### src/rtl/htd_pkg.sv
// Package for the HTML tag strip / entity decode unit: constants, entity
// tables and the result bundle passed from the front end to the back end.
// No dependencies.
`timescale 1ns / 1ps

package htd_pkg;

	localparam int NUM_ENT     = 6;
	localparam int TAIL_LEN    = 5;
	localparam int HOLD_DEPTH  = 4;
	localparam int HOLD_CNT_W  = 3;
	localparam int MAX_RES     = 6;
	localparam int RES_CNT_W   = 3;
	localparam int QUEUE_DEPTH = 4;
	localparam int QPTR_W      = 2;
	localparam int QCNT_W      = 3;
	localparam int CFG_ADDR_W  = 3;
	localparam int CFG_DATA_W  = 32;

	typedef logic [7:0] byte_t;

	// Register word indexes on the configuration port
	localparam logic [CFG_ADDR_W-3:0] REG_SKIP_FIRST_PARA = 1'b0;

	localparam byte_t CH_LT  = 8'h3C;
	localparam byte_t CH_GT  = 8'h3E;
	localparam byte_t CH_AMP = 8'h26;
	localparam byte_t CH_P   = 8'h70;
	localparam byte_t CH_B   = 8'h62;
	localparam byte_t CH_R   = 8'h72;
	localparam byte_t CH_NL  = 8'h0A;

	// Entity names after the '&', zero padded
	localparam byte_t ENT_TAIL [NUM_ENT][TAIL_LEN] = '{
		'{"a", "m", "p", ";", 8'h00},
		'{"l", "t", ";", 8'h00, 8'h00},
		'{"g", "t", ";", 8'h00, 8'h00},
		'{"q", "u", "o", "t", ";"},
		'{"a", "p", "o", "s", ";"},
		'{"#", "3", "9", ";", 8'h00}
	};
	localparam logic [HOLD_CNT_W-1:0] ENT_LEN [NUM_ENT] = '{
		3'd4, 3'd3, 3'd3, 3'd5, 3'd5, 3'd4
	};
	localparam byte_t ENT_VAL [NUM_ENT] = '{
		8'h26, 8'h3C, 8'h3E, 8'h22, 8'h27, 8'h27
	};

	// All results caused by one input beat
	typedef struct packed {
		logic [MAX_RES-1:0][7:0] data;
		logic [RES_CNT_W-1:0]    cnt;    // number of results, 1..MAX_RES
		logic                    empty;  // single empty end marker
		logic                    last;
	} bundle_t;

	typedef struct packed {
		logic full;
		logic empty;
	} queue_stat_t;

endpackage

### src/rtl/htd_ifs.sv
// Valid/ready channel interfaces of the HTML strip/decode unit:
// raw text bytes in, plain text results out. No dependencies.
`timescale 1ns / 1ps

interface htd_in_if;
	logic       valid;
	logic       ready;
	logic [7:0] text_byte;
	logic       end_of_text;

	modport source (output valid, output text_byte, output end_of_text, input ready);
	modport sink (input valid, input text_byte, input end_of_text, output ready);
endinterface

interface htd_out_if;
	logic       valid;
	logic       ready;
	logic [7:0] out_byte;
	logic       has_byte;
	logic       last;

	modport source (output valid, output out_byte, output has_byte, output last,
		input ready);
	modport sink (input valid, input out_byte, input has_byte, input last,
		output ready);
endinterface

### src/rtl/html_tag_strip_entity_decode_unit.sv
// Top level of the HTML tag strip / entity decode unit.
// Depends on htd_pkg, htd_ifs, htd_front, htd_queue and htd_back.
//
// Usage: raw HTML bytes enter on the html channel (text_byte, end_of_text),
// one byte per beat. Plain text leaves on the plain channel, one result per
// beat (out_byte, has_byte, last). Tags are dropped, "<br" and "<p" tags
// become newlines and the common entities are decoded; end_of_text flushes
// held bytes and the final result of the text carries last. A text that
// yields nothing still gives one result with has_byte low and last high.
// The first result of a beat is registered in the bundle queue and then in
// the output stage. Throughput: one input beat per cycle while the queue
// is not full and each beat yields at most one result; a beat that yields
// k results (k up to 6) holds the output until all k are taken. A four-deep
// bundle queue between the front end and the output stage lets input
// continue while the receiver stalls; html.ready drops only when it is full.
// Reset clears the tag and entity flags and counters, the queue and the
// output; the skip_first_paragraph register (APB word 0, bit 0) resets to zero.
// The user must write it only while the unit is idle; the block does not enforce it.
`timescale 1ns / 1ps

module html_tag_strip_entity_decode_unit import htd_pkg::*; (
	input  logic                  clk,
	input  logic                  arst_n,
	htd_in_if.sink                html,
	htd_out_if.source             plain,
	input  logic                  psel,
	input  logic                  penable,
	input  logic                  pwrite,
	input  logic [CFG_ADDR_W-1:0] paddr,
	input  logic [CFG_DATA_W-1:0] pwdata,
	output logic [CFG_DATA_W-1:0] prdata,
	output logic                  pready
);

	logic        skip_q;
	logic        q_push;
	logic        q_pop;
	bundle_t     q_in;
	bundle_t     q_out;
	queue_stat_t q_stat;
	logic        cfg_hit;

	assign pready  = 1'b1;
	assign cfg_hit = (paddr[CFG_ADDR_W-1:2] == REG_SKIP_FIRST_PARA);
	assign prdata  = cfg_hit ? CFG_DATA_W'(skip_q) : '0;

	always_ff @(posedge clk or negedge arst_n) begin
		if (!arst_n)
			skip_q <= 1'b0;
		else if (psel && penable && pwrite && pready && cfg_hit)
			skip_q <= pwdata[0];
	end

	htd_front u_front (
		.clk                  (clk),
		.arst_n               (arst_n),
		.skip_first_paragraph (skip_q),
		.html                 (html),
		.q_stat               (q_stat),
		.q_push               (q_push),
		.q_data               (q_in)
	);

	htd_queue u_queue (
		.clk       (clk),
		.arst_n    (arst_n),
		.push      (q_push),
		.push_data (q_in),
		.pop       (q_pop),
		.pop_data  (q_out),
		.stat      (q_stat)
	);

	htd_back u_back (
		.clk    (clk),
		.arst_n (arst_n),
		.q_stat (q_stat),
		.q_data (q_out),
		.pop    (q_pop),
		.plain  (plain)
	);

endmodule

### src/rtl/htd_front.sv
// Front end: accepts text beats, tracks tag and entity state and turns each
// beat into a bundle of results. Depends on htd_pkg and htd_ifs.
`timescale 1ns / 1ps

module htd_front import htd_pkg::*; (
	input  logic          clk,
	input  logic          arst_n,
	input  logic          skip_first_paragraph,
	htd_in_if.sink        html,
	input  queue_stat_t   q_stat,
	output logic          q_push,
	output bundle_t       q_data
);

	typedef enum logic [1:0] {PFX_NONE, PFX_LT, PFX_LTB} pfx_t;

	pfx_t                  prefix_q, prefix_n;
	logic                  inside_q, inside_n;
	logic                  para_q, para_n;
	logic                  ent_act_q, ent_act_n;
	logic [HOLD_CNT_W-1:0] ent_cnt_q, ent_cnt_n;
	logic [NUM_ENT-1:0]    ent_mask_q, ent_mask_n;
	byte_t                 held_q [HOLD_DEPTH];
	byte_t                 held_n [HOLD_DEPTH];

	logic                  accept;
	byte_t                 b;
	logic                  eot;
	logic [NUM_ENT-1:0]    hit, done, cont;
	byte_t                 done_val;
	logic                  run_plain;
	logic [RES_CNT_W-1:0]  n;
	byte_t                 res [MAX_RES];

	assign html.ready = !q_stat.full;
	assign accept     = html.valid && !q_stat.full;
	assign b          = html.text_byte;
	assign eot        = html.end_of_text;

	// Each entity still in the race checks its next name character
	always_comb begin
		done_val = '0;
		for (int k = 0; k < NUM_ENT; k++) begin
			hit[k]  = ent_mask_q[k] && (ENT_TAIL[k][ent_cnt_q] == b);
			done[k] = hit[k] && ((ent_cnt_q + 3'd1) == ENT_LEN[k]);
			if (done[k])
				done_val = done_val | ENT_VAL[k];
		end
		cont = hit & ~done;
	end

	always_comb begin
		n          = '0;
		for (int i = 0; i < MAX_RES; i++)
			res[i] = '0;
		prefix_n   = prefix_q;
		inside_n   = inside_q;
		para_n     = para_q;
		ent_act_n  = ent_act_q;
		ent_cnt_n  = ent_cnt_q;
		ent_mask_n = ent_mask_q;
		held_n     = held_q;
		run_plain  = 1'b1;

		if (ent_act_q) begin
			run_plain = 1'b0;
			if (|done) begin
				res[n]    = done_val;
				n         = n + 3'd1;
				ent_act_n = 1'b0;
				ent_cnt_n = '0;
			end else if ((|cont) && (ent_cnt_q != 3'(HOLD_DEPTH))) begin
				held_n[ent_cnt_q[1:0]] = b;
				ent_cnt_n  = ent_cnt_q + 3'd1;
				ent_mask_n = cont;
			end else begin
				// unmatched ampersand: flush literally, then treat b as plain
				res[n] = CH_AMP;
				n      = n + 3'd1;
				for (int i = 0; i < HOLD_DEPTH; i++) begin
					if (3'(i) < ent_cnt_q) begin
						res[n] = held_q[i];
						n      = n + 3'd1;
					end
				end
				ent_act_n = 1'b0;
				ent_cnt_n = '0;
				run_plain = 1'b1;
			end
		end

		if (run_plain) begin
			priority if (b == CH_LT) begin
				inside_n = 1'b1;
				prefix_n = PFX_LT;
			end else if (inside_q) begin
				priority if (prefix_q == PFX_LT && b == CH_P) begin
					if (!(skip_first_paragraph && !para_q)) begin
						res[n] = CH_NL;
						n      = n + 3'd1;
						res[n] = CH_NL;
						n      = n + 3'd1;
					end
					para_n   = 1'b1;
					prefix_n = PFX_NONE;
				end else if (prefix_q == PFX_LT && b == CH_B) begin
					prefix_n = PFX_LTB;
				end else if (prefix_q == PFX_LTB && b == CH_R) begin
					res[n]   = CH_NL;
					n        = n + 3'd1;
					prefix_n = PFX_NONE;
				end else begin
					prefix_n = PFX_NONE;
				end
				if (b == CH_GT)
					inside_n = 1'b0;
			end else if (b == CH_AMP) begin
				ent_act_n  = 1'b1;
				ent_cnt_n  = '0;
				ent_mask_n = '1;
			end else begin
				res[n] = b;
				n      = n + 3'd1;
			end
		end

		if (eot) begin
			if (ent_act_n) begin
				res[n] = CH_AMP;
				n      = n + 3'd1;
				for (int i = 0; i < HOLD_DEPTH; i++) begin
					if (3'(i) < ent_cnt_n) begin
						res[n] = held_n[i];
						n      = n + 3'd1;
					end
				end
			end
			prefix_n  = PFX_NONE;
			inside_n  = 1'b0;
			para_n    = 1'b0;
			ent_act_n = 1'b0;
			ent_cnt_n = '0;
		end
	end

	always_comb begin
		for (int i = 0; i < MAX_RES; i++)
			q_data.data[i] = res[i];
		q_data.empty = (n == '0);
		q_data.cnt   = (n == '0) ? 3'd1 : n;
		q_data.last  = eot;
	end

	assign q_push = accept && ((n != '0) || eot);

	always_ff @(posedge clk or negedge arst_n) begin
		if (!arst_n) begin
			prefix_q   <= PFX_NONE;
			inside_q   <= 1'b0;
			para_q     <= 1'b0;
			ent_act_q  <= 1'b0;
			ent_cnt_q  <= '0;
			ent_mask_q <= '0;
		end else if (accept) begin
			prefix_q   <= prefix_n;
			inside_q   <= inside_n;
			para_q     <= para_n;
			ent_act_q  <= ent_act_n;
			ent_cnt_q  <= ent_cnt_n;
			ent_mask_q <= ent_mask_n;
		end
	end

	always_ff @(posedge clk) begin
		if (accept)
			held_q <= held_n;
	end

endmodule

### src/rtl/htd_queue.sv
// Short bundle queue between front and back end so each side stalls alone.
// Depends on htd_pkg.
`timescale 1ns / 1ps

module htd_queue import htd_pkg::*; (
	input  logic        clk,
	input  logic        arst_n,
	input  logic        push,
	input  bundle_t     push_data,
	input  logic        pop,
	output bundle_t     pop_data,
	output queue_stat_t stat
);

	bundle_t           mem_q [QUEUE_DEPTH];
	logic [QPTR_W-1:0] wr_ptr_q;
	logic [QPTR_W-1:0] rd_ptr_q;
	logic [QCNT_W-1:0] cnt_q;

	assign stat.full  = (cnt_q == QCNT_W'(QUEUE_DEPTH));
	assign stat.empty = (cnt_q == '0);
	assign pop_data   = mem_q[rd_ptr_q];

	always_ff @(posedge clk or negedge arst_n) begin
		if (!arst_n) begin
			wr_ptr_q <= '0;
			rd_ptr_q <= '0;
			cnt_q    <= '0;
		end else begin
			if (push)
				wr_ptr_q <= wr_ptr_q + 1'b1;
			if (pop)
				rd_ptr_q <= rd_ptr_q + 1'b1;
			unique case ({push, pop})
				2'b10:   cnt_q <= cnt_q + 1'b1;
				2'b01:   cnt_q <= cnt_q - 1'b1;
				default: cnt_q <= cnt_q;
			endcase
		end
	end

	always_ff @(posedge clk) begin
		if (push)
			mem_q[wr_ptr_q] <= push_data;
	end

endmodule

### src/rtl/htd_back.sv
// Back end: takes one bundle at a time from the queue and hands its results
// out one beat each. Depends on htd_pkg and htd_ifs.
`timescale 1ns / 1ps

module htd_back import htd_pkg::*; (
	input  logic        clk,
	input  logic        arst_n,
	input  queue_stat_t q_stat,
	input  bundle_t     q_data,
	output logic        pop,
	htd_out_if.source   plain
);

	bundle_t              cur_q;
	logic                 cur_vld_q;
	logic [RES_CNT_W-1:0] idx_q;
	logic                 final_beat;
	logic                 take;

	assign final_beat = ((idx_q + 3'd1) == cur_q.cnt);
	assign take       = cur_vld_q && plain.ready;
	assign pop        = !q_stat.empty && (!cur_vld_q || (take && final_beat));

	assign plain.valid    = cur_vld_q;
	assign plain.out_byte = cur_q.data[idx_q];
	assign plain.has_byte = !cur_q.empty;
	assign plain.last     = cur_q.last && final_beat;

	always_ff @(posedge clk or negedge arst_n) begin
		if (!arst_n) begin
			cur_vld_q <= 1'b0;
			idx_q     <= '0;
		end else if (pop) begin
			cur_vld_q <= 1'b1;
			idx_q     <= '0;
		end else if (take) begin
			if (final_beat)
				cur_vld_q <= 1'b0;
			else
				idx_q <= idx_q + 3'd1;
		end
	end

	always_ff @(posedge clk) begin
		if (pop)
			cur_q <= q_data;
	end

endmodule

### src/flat_wrapper.sv
// flat-port wrapper written by rule: the top's interface ports become plain ports
module html_tag_strip_entity_decode_unit_flat import htd_pkg::*;
  (clk, arst_n, psel, penable, pwrite, paddr, pwdata, prdata, pready, html_valid, html_text_byte, html_end_of_text, html_ready, plain_valid, plain_out_byte, plain_has_byte, plain_last, plain_ready);
  htd_in_if html_i ();
  htd_out_if plain_i ();
  input  logic clk;
  input  logic arst_n;
  input  logic psel;
  input  logic penable;
  input  logic pwrite;
  input  logic [CFG_ADDR_W-1:0] paddr;
  input  logic [CFG_DATA_W-1:0] pwdata;
  output logic [CFG_DATA_W-1:0] prdata;
  output logic pready;
  input wire logic [$bits(html_i.valid)-1:0] html_valid;
  input wire logic [$bits(html_i.text_byte)-1:0] html_text_byte;
  input wire logic [$bits(html_i.end_of_text)-1:0] html_end_of_text;
  output wire logic [$bits(html_i.ready)-1:0] html_ready;
  output wire logic [$bits(plain_i.valid)-1:0] plain_valid;
  output wire logic [$bits(plain_i.out_byte)-1:0] plain_out_byte;
  output wire logic [$bits(plain_i.has_byte)-1:0] plain_has_byte;
  output wire logic [$bits(plain_i.last)-1:0] plain_last;
  input wire logic [$bits(plain_i.ready)-1:0] plain_ready;
  assign html_i.valid = html_valid;
  assign html_i.text_byte = html_text_byte;
  assign html_i.end_of_text = html_end_of_text;
  assign html_ready = html_i.ready;
  assign plain_valid = plain_i.valid;
  assign plain_out_byte = plain_i.out_byte;
  assign plain_has_byte = plain_i.has_byte;
  assign plain_last = plain_i.last;
  assign plain_i.ready = plain_ready;
  html_tag_strip_entity_decode_unit u_core (.clk(clk), .arst_n(arst_n), .html(html_i), .plain(plain_i), .psel(psel), .penable(penable), .pwrite(pwrite), .paddr(paddr), .pwdata(pwdata), .prdata(prdata), .pready(pready));
endmodule
### config.mk
export PLATFORM = sky130hd
export DESIGN_NAME = html_tag_strip_entity_decode_unit_flat
export DESIGN_NICKNAME = d
export VERILOG_FILES = /design/src/rtl/htd_pkg.sv /design/src/rtl/htd_ifs.sv /design/src/rtl/html_tag_strip_entity_decode_unit.sv /design/src/rtl/htd_front.sv /design/src/rtl/htd_queue.sv /design/src/rtl/htd_back.sv /design/src/flat_wrapper.sv
export SDC_FILE = /design/constraint.sdc
export NUM_CORES = 1
export LEC_CHECK = 0
export BUFFER_PORTS_ARGS = -buffer_cell sky130_fd_sc_hd__buf_2
export CAP_MARGIN = 20
export CORE_AREA = 10 10 174 297
export DETAILED_ROUTE_END_ITERATION = 7
export DIE_AREA = 0 0 184 307
export RECOVER_POWER = 25
export SETUP_SLACK_MARGIN = 0.2
export SLEW_MARGIN = 10
export SYNTH_ARGS = -nofsm -noshare
export SYNTH_HDL_FRONTEND = slang
export SYNTH_HIERARCHICAL = 1
export SYNTH_SLANG_ARGS = --single-unit
### constraint.sdc
create_clock -name clk -period 9.3 [get_ports clk]
set_clock_uncertainty 0.1 [all_clocks]
set_input_delay 0.465 -clock clk [delete_from_list [all_inputs] [get_ports clk]]
set_output_delay 0.465 -clock clk [all_outputs]
set_load 0.03 [all_outputs]
[Word-level counts from Yosys, hierarchy flattened]
Memory sizes are Yosys's and may differ from the RTL's. A register that Yosys moved wholly into a read port is not among the register bits.
Index checks and enable logic that the tools add are counted.
Word-level totals
  bits in read-only memories: 384
  register bits: 58
  memories kept: 7
  latch bits: 0
  bits in writable memories: 212
  logic and storage cells: 360
Operators by class
  bitwise operators: 24
  eq/ne operators: 24
  reduce and logical (&&, ||, !) cells: 61
  mux-type cells: 180
  magnitude comparators: 32
  multipliers: 0
  add/sub/neg operators: 16
  divide/modulo/power cells: 0
  shift operators: 0
Memories
  u_core.u_queue.mem_q: words 4, bits a word 53, rd ports 1, clocked after memory_dff 1, wr ports 1, RTL line htd_queue.sv:15  | bundle_t mem_q [QUEUE_DEPTH];
  (name not given): words 8, bits a word 8, rd ports 1, clocked after memory_dff 0, wr ports 0, RTL line htd_front.sv:44  | hit[k] = ent_mask_q[k] && (ENT_TAIL[k][ent_cnt_q] == b);
  (name not given): words 8, bits a word 8, rd ports 1, clocked after memory_dff 0, wr ports 0, RTL line htd_front.sv:44
  (name not given): words 8, bits a word 8, rd ports 1, clocked after memory_dff 0, wr ports 0, RTL line htd_front.sv:44
  (name not given): words 8, bits a word 8, rd ports 1, clocked after memory_dff 0, wr ports 0, RTL line htd_front.sv:44
  (name not given): words 8, bits a word 8, rd ports 1, clocked after memory_dff 0, wr ports 0, RTL line htd_front.sv:44
  1 more memories
Operators with widths (number)
  48-bit two-way mux: 31
  48-bit bitwise mux: 8
  8-bit demux with 3-bit select: 10
  8-bit two-way mux: 29
  3-bit two-way mux: 47
  32-bit two-way mux: 3
  6-bit two-way mux: 13
  36-bit bitwise AND: 2
  36-bit inverter: 2
  8-bit equality test: 6
  4-bit >= comparator (second input constant): 11
  3-bit inverter with 4-bit output: 11
  4-bit by 1-bit less-than comparator with 1-bit output (second input constant): 10
  40-bit two-way mux: 1
  3-bit by 1-bit adder with 3-bit output (second input constant): 13
  1-bit logical AND: 37
  32-bit bitwise mux: 1
  30-bit bitwise AND: 1
  30-bit inverter: 1
  1-bit two-way mux: 27
  8-bit binary-select mux with 3-bit select: 1
  8-bit by 6-bit equality test with 1-bit output (second input constant): 3
  8-bit by 7-bit equality test with 1-bit output (second input constant): 3
  12-bit OR: 2
  31 further kinds: 64

[Logic depth before layout (Yosys ltp)]
Gate-level depths: netlist (run 1).
  word-level depth: 59
  gate-level depth with buffers: 42
  mapped depth without buffers: 36

[Hierarchy]
The synthesis (run 1) kept the hierarchy.
By module, submodules not included
  htd_queue: instances 1, area each 8114.0 um^2, sequential area each 6541.3 um^2, cells each 314
  htd_front: instances 1, area each 7694.9 um^2, sequential area each 1311.3 um^2, cells each 1038
  htd_back: instances 1, area each 2293.4 um^2, sequential area each 1691.6 um^2, cells each 126
  html_tag_strip_entity_decode_unit: instances 1, area each 301.5 um^2, sequential area each 25.0 um^2, cells each 38

[Worst setup path before layout (run 1)]
No wires, ideal clock.
  kind: register -> register
  start: register u_core.u_front.ent_cnt_q[0]
  end: memory u_core/u_queue/mem_q[0][0] (netlist bit), enable pin
  buffers on the path: 7
  cell stages (with the launch flop): 37
  arrival: 8.681 ns
  path slack: 0.103 ns
  setup time: 0.416 ns
  data required time: 8.784 ns
  cells stage by stage: dfrtp_1 buf_2 clkbuf_1 inv_1 ha_1 buf_2 xor2_1 a22oi_1 a21oi_1 a211o_1 o31a_1 buf_2 buf_2 nor3_1 ha_1 nor3b_1 a21oi_1 a21o_1 a21oi_1 o2bb2ai_1 nand2_1 buf_2 inv_1 ha_1 clkbuf_1 xnor2_1 ha_1 nand2_1 nand2_1 ha_1 mux2i_1 o21ai_0 ha_1 a21oi_1 a22o_1 a31oi_1 and2_1
On the way
  cells in the longest elaborated chain, start to end: 49
  elaborated cells between the ends (all ways): 123
  classes of those cells: add/sub (11); order compare (8); eq/ne (10); mux (67); bitwise (3); reduce/logical (18); memory (6)
RTL lines
  start, declared: RTL line htd_front.sv:21  | logic [HOLD_CNT_W-1:0] ent_cnt_q, ent_cnt_n;
  start signal, assigned: RTL line htd_front.sv:169  | ent_cnt_q <= ent_cnt_n;
  1-bit by 3-bit less-than comparator with 1-bit output: RTL line htd_front.sv:81  | if (3'(i) < ent_cnt_q) begin
  2-bit two-way mux: RTL line htd_front.sv:81
  3-bit two-way mux: RTL line htd_front.sv:72  | end else if ((|cont) && (ent_cnt_q != 3'(HOLD_DEPTH))) begin
  3-bit two-way mux: RTL line htd_front.sv:67  | if (|done) begin
  3-bit two-way mux: RTL line htd_front.sv:65  | if (ent_act_q) begin
  3-bit by 1-bit adder with 3-bit output: RTL line htd_front.sv:83  | n = n + 3'd1;
  3-bit two-way mux: RTL line htd_front.sv:81
  3-bit two-way mux: RTL line htd_front.sv:72
  [34 not listed]
  3-bit two-way mux: RTL line htd_front.sv:128  | if (ent_act_n) begin
  3-bit two-way mux (*): RTL line htd_front.sv:127  | if (eot) begin
  3-bit nonzero test (*): RTL line htd_front.sv:154  | assign q_push = accept && ((n != '0) || eot);
  1-bit logical OR (*): RTL line htd_front.sv:154
  1-bit logical AND (*): RTL line htd_front.sv:154
  net u_core.q_push: RTL line html_tag_strip_entity_decode_unit.sv:36  | logic q_push;
  1-bit two-way mux (*): RTL line htd_queue.sv:43  | if (push)
  1-bit two-way mux (implied by the code) (*): RTL line htd_queue.sv:44  | mem_q[wr_ptr_q] <= push_data;
  end, declared: RTL line htd_queue.sv:15
The timed path passes the listed nets; every way through them passes the cells marked *. The select of a mux whose other input is x is not followed.

==> results of run 1 <==
==> sequential cells by signal, summed over array words and instances, names as in the netlist, 2 cells and up <==
name                       cells
u_core/u_front/prefix_q        2
u_core/u_front/ent_mask_q      6
u_core/u_queue/cnt_q           3
u_core/u_front/held_q         32
u_core/u_back/cur_q           53
u_core/u_front/ent_cnt_q       3
u_core/u_back/idx_q            3
u_core/u_queue/mem_q         212
u_core/u_queue/rd_ptr_q        2
u_core/u_queue/wr_ptr_q        2
==> power by group <==
part | leakage [nW] | switching (mW) | internal [mW]
logic | 3.50 | 1.14 | 0.689
registers | 3.03 | 0.137 | 2.01
clock network | 0.472 | 0.545 | 0.676
total | 7.00 | 1.82 | 3.38
==> area by class of cell <==
class                   count  area (um2)
clock buffers              33         761
clock inverters            19         199
fillers                  4321       26600
inverters                  56         210
multi-input cells        1046        7980
flip-flops and latches    323        9580
well taps                 588         736
repair buffers            105         749
==> Yosys cell counts, drive strengths merged (34+ instances only) <==
cell,n
nand3,40
nor2,106
a21oi,88
o211ai,34
buf,86
inv,53
o21ai,62
mux2i,39
clkbuf,35
mux4,61
nor3,41
edfxtp,297
nand2,115
==> per-layer routing <==
metal / global-route usage, % / vias to the layer above / share of wire [%]
li1: - / 5992 / -
met1: 22.3 / 6737 / 34
met2: 38.8 / 714 / 51
met3: 3.35 / 241 / 6.3
met4: 16.8 / 0 / 9.1
met5: 0 / - / 0
==> critical path: cells and delay by family, from the launching register on <==
kind	cells	cell delay, ns
flops	1	0.53
simple gates	6	1.24
buf+inv	6	0.98
fa+ha+maj	6	1.72
xor+xnor	2	0.44
compound gates	15	3.47
==> what timing repair did <==
item                       in CTS  in global routing
hold endpoints to repair       27                  0
hold buffers                    2                  0
setup endpoints to repair       0                 52
gates resized for setup         0                  1
buffers inserted                0                  0
==> logic make-up after synthesis <==
family | Yosys count | share of synthesized area, %
AOI/OAI and AO/OA | 413 | 16.6
xor gates and xnor gates | 31 | 1.71
adders and majority gates | 24 | 1.67
buffers and inverters | 177 | 5.36
DFF | 323 | 52.0
muxes | 109 | 10.2
other | 2 | 0.0408
and+or+nand+nor | 437 | 12.4
==> metrics by stage <==
| stage | utilization, % | worst slack, ns | cells | instance area, um2 |
|---|---|---|---|---|
| 2_1_floorplan | - | 0.653 | 1546 | 18500 |
| 3_3_place_gp | 41.2 | 0.837 | 2115 | 19300 |
| 3_5_place_dp | 41.2 | 0.699 | 2115 | 19300 |
| 4_1_cts | 43.3 | 0.633 | 2169 | 20200 |
| 5_1_grt | 43.2 | 0.239 | 2170 | 20200 |
| 6_report | 43.2 | 0.547 | 2170 | 20200 |
==> worst paths after layout <==
path                                                          from                                  endpoint  slack (ns)  cells past startpoint
setup / recovery           u_core/u_front/ent_cnt_q[1]$_DFFE_PN0P_     u_core/u_queue/mem_q[1][32]$_DFFE_PP_        0.55                     35
hold / removal                                            paddr[2]                 u_core/skip_q$_DFFE_PN0P_        0.16                      3
setup reg to reg           u_core/u_front/ent_cnt_q[1]$_DFFE_PN0P_     u_core/u_queue/mem_q[1][32]$_DFFE_PP_        0.55                     35
hold reg to reg                u_core/u_queue/cnt_q[2]$_DFFE_PN0P_       u_core/u_queue/cnt_q[2]$_DFFE_PN0P_        0.41                      1
max in group asynchronous                                   arst_n    u_core/u_queue/rd_ptr_q[0]$_DFFE_PN0P_        6.94                      2
min in group asynchronous                                   arst_n  u_core/u_front/ent_mask_q[2]$_DFFE_PN0P_        0.85                      2
==> impl_metrics.tcl, run 1 <==
set metrics [dict create \
    synth_sequential_area_ratio_pct 52.0 \
    cts.sinks 323 \
    die_h_um 307 \
    synthCells 1516 \
    maxSlewViolCount 203 \
    synth_top_area_share_pct 48.5 \
    insertion_delay_ns 0.57 \
    crit_required_ns 9.53 \
    synth_edf_count 297 \
    cts_buffers 29 \
    finalCriticalPeriod_ns 8.75 \
    grt_max_degree 57 \
    area_delta_synth_final_pct 9.82 \
    path_max_fanout 11 \
    cp-end-kind "flop" \
    start_kind "flop" \
    gp_congestion 1.05 \
    fmax_mhz 114 \
    drc 0 \
    core_area_mm2 0.0468 \
    cpMaxStageDelayCell "a2111o_1" \
    layout-drive-gt1-share_pct 16.6 \
    tightest_slew_ns 3.39 \
    antenna_found_initial 0 \
    cts_root_buf "clkbuf_16" \
    netlist_area_mm2 0.0184 \
    wl_per_cell_um 28.8 \
    dieArea_mm2 0.0565 \
    setup_viol 0 \
    wl_mm 62.5 \
    row_count 105 \
    drtIter0Drc 1184 \
    tns_ns 0 \
    ys_ff_latch 323 \
    ir_worst_vdd_mv 0.153 \
    yosysWarnings 6 \
    path_class "flop to flop" \
    violations "capacitance limit, slew limit" \
    cts_tree "done" \
    clkSlewWorstSetupHoldPaths_ns 0.07 \
    synth_flop_cell "edfxtp_1" \
    grt_setup_unrepaired "false" \
    grt_first_pass_wirelength_mm 91.0 \
    port_buffers 30 \
    h-tree-depth 1 \
    route.vias.total 13700 \
    grt_remaining_overflow 0 \
    yosysUniqueCellTypes 119 \
    grt_pass1_vias 13800 \
    clk_path_buf_depth 3 \
    dp_hpwl_mm 46.2 \
    power_density_mw_per_mm2 257 \
    drtPass1Iterations 6 \
    hp-class "input pin to flop" \
    cp.arrival_ns 8.98 \
    cpPeakStageDelay_ns 0.58 \
    insertedDiodeCount 0 \
    die_w_um 184 \
    fin_nets 1636 \
    max_cap_violations 5 \
    drtAntennaViolNets 0 \
    status "finished, violations left" \
    yosysTopAreaCell "edfxtp_1" \
    syn_area_per_cell_um2 12.1 \
    viasPerCell 6.31 \
    period_share_pct 94.1 \
    layout_common_cells "297 x edfxtp_1, 114 x nand2_1, 102 x nor2_1" \
    holdWs_ns 0.158 \
    final_common_cell "edfxtp_1" \
    finalPower_mw 5.20 \
    max_slew_margin_pct -126 \
    io_pins 96 \
    start_util_pct 39.3 \
    synth_area_leaders "edfxtp_1 48%, mux4_2 6.9%, dfrtp_1 3.5%, a21oi_1 2.4%, nand2_1 2.3%" \
    cpMostUsedCell "ha_1" \
    power_leakage_nw 7.00 \
    grtUsageTotal_pct 21.8 \
    async_flop_share_pct 8.05 \
    final-hold-violation-count 0 \
]
(Power assumes the default switching activity.)
==> run 2: changes to the inputs <==
--- a/config.mk
+++ b/config.mk
@@ -8,9 +8,12 @@
 export BUFFER_PORTS_ARGS = -buffer_cell sky130_fd_sc_hd__buf_2
 export CAP_MARGIN = 20
 export CORE_AREA = 10 10 174 297
+export CTS_CLUSTER_DIAMETER = 50
 export DETAILED_ROUTE_END_ITERATION = 7
 export DIE_AREA = 0 0 184 307
+export MAX_ROUTING_LAYER = met4
 export RECOVER_POWER = 25
+export REMOVE_ABC_BUFFERS = 1
 export SETUP_SLACK_MARGIN = 0.2
 export SLEW_MARGIN = 10
 export SYNTH_ARGS = -nofsm -noshare
==> run 2 against run 1 <==
Clock power is 13% higher; combinational power hardly changed; power is 2.8% higher; final area is 1.2% higher; routed wire length is 3.7% higher; the run still ends with capacitance limit, slew limit left; register-to-register slack better by 0.06 ns; first-iteration DRC count is 5.7% lower; sequential share of layout area is 0.58 points lower.
==> impl_metrics.tcl, run 2 (same netlist as run 1, synthesis figures left out) <==
set metrics [dict create \
    drtAntennaViolNets 0 \
    tightest_slew_ns 3.31 \
    viasPerCell 6.21 \
    maxSlewViolCount 181 \
    row_count 105 \
    port_buffers 30 \
    dp.cells 2125 \
    hp-class "input pin to flop" \
    dieArea_mm2 0.0565 \
    violations "capacitance limit, slew limit" \
    power_leakage_nw 7.13 \
    path_class "flop to flop" \
    io_pins 96 \
    cpPeakStageDelay_ns 0.71 \
    clkSlewWorstSetupHoldPaths_ns 0.06 \
    route.vias.total 13600 \
    finalPower_mw 5.34 \
    insertedDiodeCount 0 \
    max_cap_violations 4 \
    fmax_mhz 115 \
    regMostFlops "u_core/u_queue/mem_q" \
    cpMaxStageDelayCell "ha_1" \
    cpMostUsedCell "ha_1" \
    cp-end-kind "flop" \
    post-cts-setup-buffers 0 \
    antenna_found_initial 0 \
    die_w_um 184 \
    power_density_mw_per_mm2 261 \
    wl_per_cell_um 29.6 \
    cts_tree "done" \
    final_common_cell "edfxtp_1" \
    final-hold-violation-count 0 \
    cp.arrival_ns 8.89 \
    start_util_pct 39.3 \
    status "finished, violations left" \
    largest_reg_flops 212 \
    layout_common_cells "297 x edfxtp_1, 114 x nand2_1, 102 x nor2_1" \
    max_slew_margin_pct -120 \
    reg.largest.list "u_core/u_queue/mem_q: 212 flops, u_core/u_back/cur_q: 53 flops, u_core/u_front/held_q: 32 flops" \
    h-tree-depth 2 \
    wl_mm 64.9 \
    cts.sinks 323 \
    period_share_pct 93.5 \
    drc 0 \
    layout-drive-gt1-share_pct 17.3 \
    insertion_delay_ns 0.55 \
    gp_congestion 1.07 \
    grt_remaining_overflow 0 \
    fin_nets 1650 \
    holdWs_ns 0.0362 \
    grt_setup_unrepaired "false" \
    crit_required_ns 9.49 \
    cts_buffers 34 \
    cp_num_buf_inv 4 \
    dp_hpwl_mm 48.8 \
    ir_worst_vdd_mv 0.125 \
    path_max_fanout 14 \
    setup_viol 0 \
    start_kind "flop" \
    grt_first_pass_wirelength_mm 94.9 \
    die_h_um 307 \
    critical_path.top_delay_family "compound AO/OA/AOI/OAI gates" \
    core_area_mm2 0.0468 \
    cts_root_buf "clkbuf_16" \
    drtPass1Iterations 6 \
    clk_path_buf_depth 3 \
    tns_ns 0 \
    final_cells 2189 \
    drtIter0Drc 1117 \
    finalCriticalPeriod_ns 8.70 \
    grt_pass1_vias 14000 \
    grt_max_degree 57 \
    grtUsageTotal_pct 23.5 \
    area_delta_synth_final_pct 11.2 \
]
[run 2: changes by cell type in the layout (fill, tap and decap cells not counted), moves of 2 or more]
cell / before / now
nor4_2: 1 / 3
buf_4: 63 / 74
clkinv_1: 7 / 9
nor4_1: 8 / 6
clkinv_8: 0 / 3
clkbuf_1: 19 / 23
clkbuf_16: 29 / 34
clkinv_4: 4 / 1
[run 2: worst paths after layout]
kind / depth (start not counted) / startpoint / to / slack (ns)
min: 2 / pwdata[0] / u_core/skip_q$_DFFE_PN0P_ / 0.04
max reg2reg: 32 / u_core/u_front/ent_cnt_q[1]$_DFFE_PN0P_ / u_core/u_queue/mem_q[2][10]$_DFFE_PP_ / 0.60
min in group asynchronous: 2 / arst_n / u_core/u_front/prefix_q[0]$_DFFE_PN0P_ / 0.81
max: 32 / u_core/u_front/ent_cnt_q[1]$_DFFE_PN0P_ / u_core/u_queue/mem_q[2][10]$_DFFE_PP_ / 0.60
min reg2reg: 2 / u_core/u_queue/cnt_q[1]$_DFFE_PN0P_ / u_core/u_queue/cnt_q[1]$_DFFE_PN0P_ / 0.41
max in group asynchronous: 2 / arst_n / u_core/u_queue/rd_ptr_q[0]$_DFFE_PN0P_ / 7.06
[run 2: worst register-to-register path: cells and delay by family, from the launching register on]
family,cells,cell delay [ns]
AOI/OAI and AO/OA,15,3.63
adders and majority gates,5,1.84
and+or+nand+nor,6,1.00
buffers and inverters,4,0.70
DFF,1,0.68
xor gates and xnor gates,2,0.47
[run 2: layer usage]
layer	vias up	wire [um]	GRT usage, %
li1	6013	-	-
met1	6787	21900	23.0
met2	541	34400	41.4
met3	248	3060	3.29
met4	0	5460	17.6
met5	-	0	-
[run 2: per-stage QoR]
stage,instance area (um2),utilization [%],setup slack [ns]
floorplan,17700,-,0.297
global placement,19300,41.4,0.880
detailed placement,19300,41.4,0.742
CTS,20500,43.8,0.663
global route,20500,43.7,0.235
finish,20500,43.7,0.603
[run 2: layout make-up]
class / instances / area [um2]
Clock inverter: 21 / 249
Tap cell: 588 / 736
Sequential cell: 323 / 9570
Clock buffer: 41 / 887
Timing Repair Buffer: 114 / 815
Multi-Input combinational cell: 1046 / 7990
Inverter: 56 / 210
Fill cell: 4369 / 26300
[run 2: power breakdown]
| group | leakage [nW] | internal, mW | switching (mW) |
|---|---|---|---|
| Sequential | 3.03 | 2.01 | 0.116 |
| Clock | 0.552 | 0.782 | 0.597 |
| Combinational | 3.55 | 0.697 | 1.13 |
| Total | 7.13 | 3.49 | 1.85 |
[run 2: timing repair]
action	CTS	global route
hold buffers	1	0
resized for setup	0	0
endpoints found under the hold margin	26	0
==> run 3: changes to the inputs <==
==> constraint.sdc (replaced) <==
create_clock -name clk -period 9.3 [get_ports clk]
set_clock_uncertainty 0.1 [all_clocks]
set_input_delay 1.395 -clock clk [delete_from_list [all_inputs] [get_ports clk]]
set_output_delay 1.395 -clock clk [all_outputs]
set_load 0.03 [all_outputs]
==> run 3 against run 2 <==
The flow still finishes with violations (capacitance limit, slew limit); count of clock-buffer cells in the layout shrank 1; final area is essentially flat; clock power hardly changed; sequential cell count unchanged.
==> impl_metrics.tcl, run 3 (same netlist as run 1, synthesis figures left out) <==
set metrics [dict create \
    max_slew_margin_pct -129 \
    reg2regPathDepth 34 \
    cpPeakStageDelay_ns 0.73 \
    tightest_slew_ns 3.44 \
    wl_mm 64.2 \
    port_buffers 30 \
    period_share_pct 91.5 \
    fillers 4356 \
    maxSlewViolCount 180 \
    grt_remaining_overflow 0 \
    drc 0 \
    final_cells 2186 \
    cp.arrival_ns 8.79 \
    core_area_mm2 0.0468 \
    route.vias.total 13800 \
    hp-class "flop to flop" \
    reg.largest.list "u_core/u_queue/mem_q: 212 flops, u_core/u_back/cur_q: 53 flops, u_core/u_front/held_q: 32 flops" \
    area_delta_synth_final_pct 11.1 \
    drtAntennaViolNets 0 \
    start_kind "flop" \
    ir_worst_vdd_mv 0.150 \
    final_common_cell "edfxtp_1" \
    dieArea_mm2 0.0565 \
    cts_tree "done" \
    finalCriticalPeriod_ns 8.51 \
    cts_root_buf "clkbuf_16" \
    hold_buffers 0 \
    layout_common_cells "297 x edfxtp_1, 114 x nand2_1, 102 x nor2_1" \
    regMostFlops "u_core/u_queue/mem_q" \
    setup_viol 0 \
    clkSlewWorstSetupHoldPaths_ns 0.06 \
    fmax_mhz 117 \
    dp_hpwl_mm 47.5 \
    h-tree-depth 2 \
    fin_nets 1650 \
    cts.sinks 323 \
    post_cts_resized 0 \
    grt_max_degree 56 \
    drtIter0Drc 1174 \
    path_max_fanout 15 \
    post-cts-setup-buffers 0 \
    io_pins 96 \
    insertion_delay_ns 0.54 \
    switching_share_pct 34.8 \
    status "finished, violations left" \
    cp.depth 34 \
    antenna_found_initial 0 \
    cpMostUsedCell "ha_1" \
    crit_required_ns 9.58 \
    power_switching_mw 1.88 \
    cpMaxStageDelayCell "nor2b_1" \
    seqPwrFrac_pct 39.4 \
    power_leakage_nw 7.14 \
    die_w_um 184 \
    clkPwrFrac_pct 25.9 \
    viasPerCell 6.30 \
    grtUsageTotal_pct 23.0 \
    die_h_um 307 \
    clk_path_buf_depth 3 \
    dp.cells 2125 \
    min_path_cells 1 \
    grt_pass1_vias 13700 \
    max_cap_violations 4 \
    wl_per_cell_um 29.4 \
    violations "capacitance limit, slew limit" \
    critical_path.top_delay_family "compound AO/OA/AOI/OAI gates" \
    tns_ns 0 \
    gp_congestion 1.04 \
    largest_reg_flops 212 \
    drtPass1Iterations 7 \
    final-hold-violation-count 0 \
    p_comb_share_pct 34.7 \
    path_class "flop to flop" \
    cp_num_buf_inv 5 \
    row_count 105 \
    start_util_pct 39.3 \
    cts_buffers 36 \
    internal-power_mw 3.51 \
    grt_setup_unrepaired "false" \
    grt_first_pass_wirelength_mm 92.6 \
    cp-end-kind "flop" \
    power_density_mw_per_mm2 263 \
    insertedDiodeCount 0 \
    layout-drive-gt1-share_pct 17.8 \
]
run 3: power by group through the flow:
stage	clock, mW	combinational (mW)	sequential, mW
global route	1.48	2.00	2.16
CTS	1.43	1.85	2.12
finish	1.39	1.87	2.12
global placement	0	1.83	2.13
detailed placement	0	1.84	2.15
floorplan	0	1.14	2.22
run 3: through the flow:
| stage | area, um2 | total power [mW] | hold WS (ns) | utilization, % | setup WS [ns] |
|---|---|---|---|---|---|
| global route | 20500 | 5.64 | 0.415 | 43.7 | 0.389 |
| global placement | 19300 | 3.96 | 0.380 | 41.4 | 0.631 |
| CTS | 20500 | 5.40 | 0.405 | 43.8 | 1.01 |
| finish | 20500 | 5.39 | 0.405 | 43.7 | 0.788 |
| detailed placement | 19300 | 3.99 | 0.391 | 41.4 | 0.563 |
| floorplan | 17700 | 3.35 | 0.357 | - | 0.133 |
run 3: area by class of cell:
class                      count  area, um2  share of cell area, %
sequential                   323       9570                   46.8
tap                          588        736                   3.60
clock inverter                21        234                   1.14
multi-input combinational   1046       7980                   39.0
inverter                      56        210                   1.03
timing repair buffer         112        810                   3.96
clock buffer                  40        916                   4.48
run 3: final timing paths:
| path | from | end | slack, ns |
|---|---|---|---|
| hold / removal | u_core/u_queue/cnt_q[2]$_DFFE_PN0P_ | u_core/u_queue/cnt_q[2]$_DFFE_PN0P_ | 0.40 |
| max in group asynchronous | arst_n | u_core/u_queue/rd_ptr_q[0]$_DFFE_PN0P_ | 6.57 |
| min in group asynchronous | arst_n | u_core/skip_q$_DFFE_PN0P_ | 1.24 |
| setup / recovery | u_core/u_front/ent_cnt_q[1]$_DFFE_PN0P_ | u_core/u_queue/mem_q[3][5]$_DFFE_PP_ | 0.79 |
| hold reg to reg | u_core/u_queue/cnt_q[2]$_DFFE_PN0P_ | u_core/u_queue/cnt_q[2]$_DFFE_PN0P_ | 0.40 |
| setup reg to reg | u_core/u_front/ent_cnt_q[1]$_DFFE_PN0P_ | u_core/u_queue/mem_q[3][5]$_DFFE_PP_ | 0.79 |
run 3: routing by layer:
metal	part of all wire (%)	GRT usage, %	vias up	wire length (um)
met3	5.5	3.80	269	3500
met2	51	39.6	646	32900
met1	34	22.3	6840	21700
li1	-	-	6007	-
met4	9.5	18.6	0	6090
met5	0	-	-	0
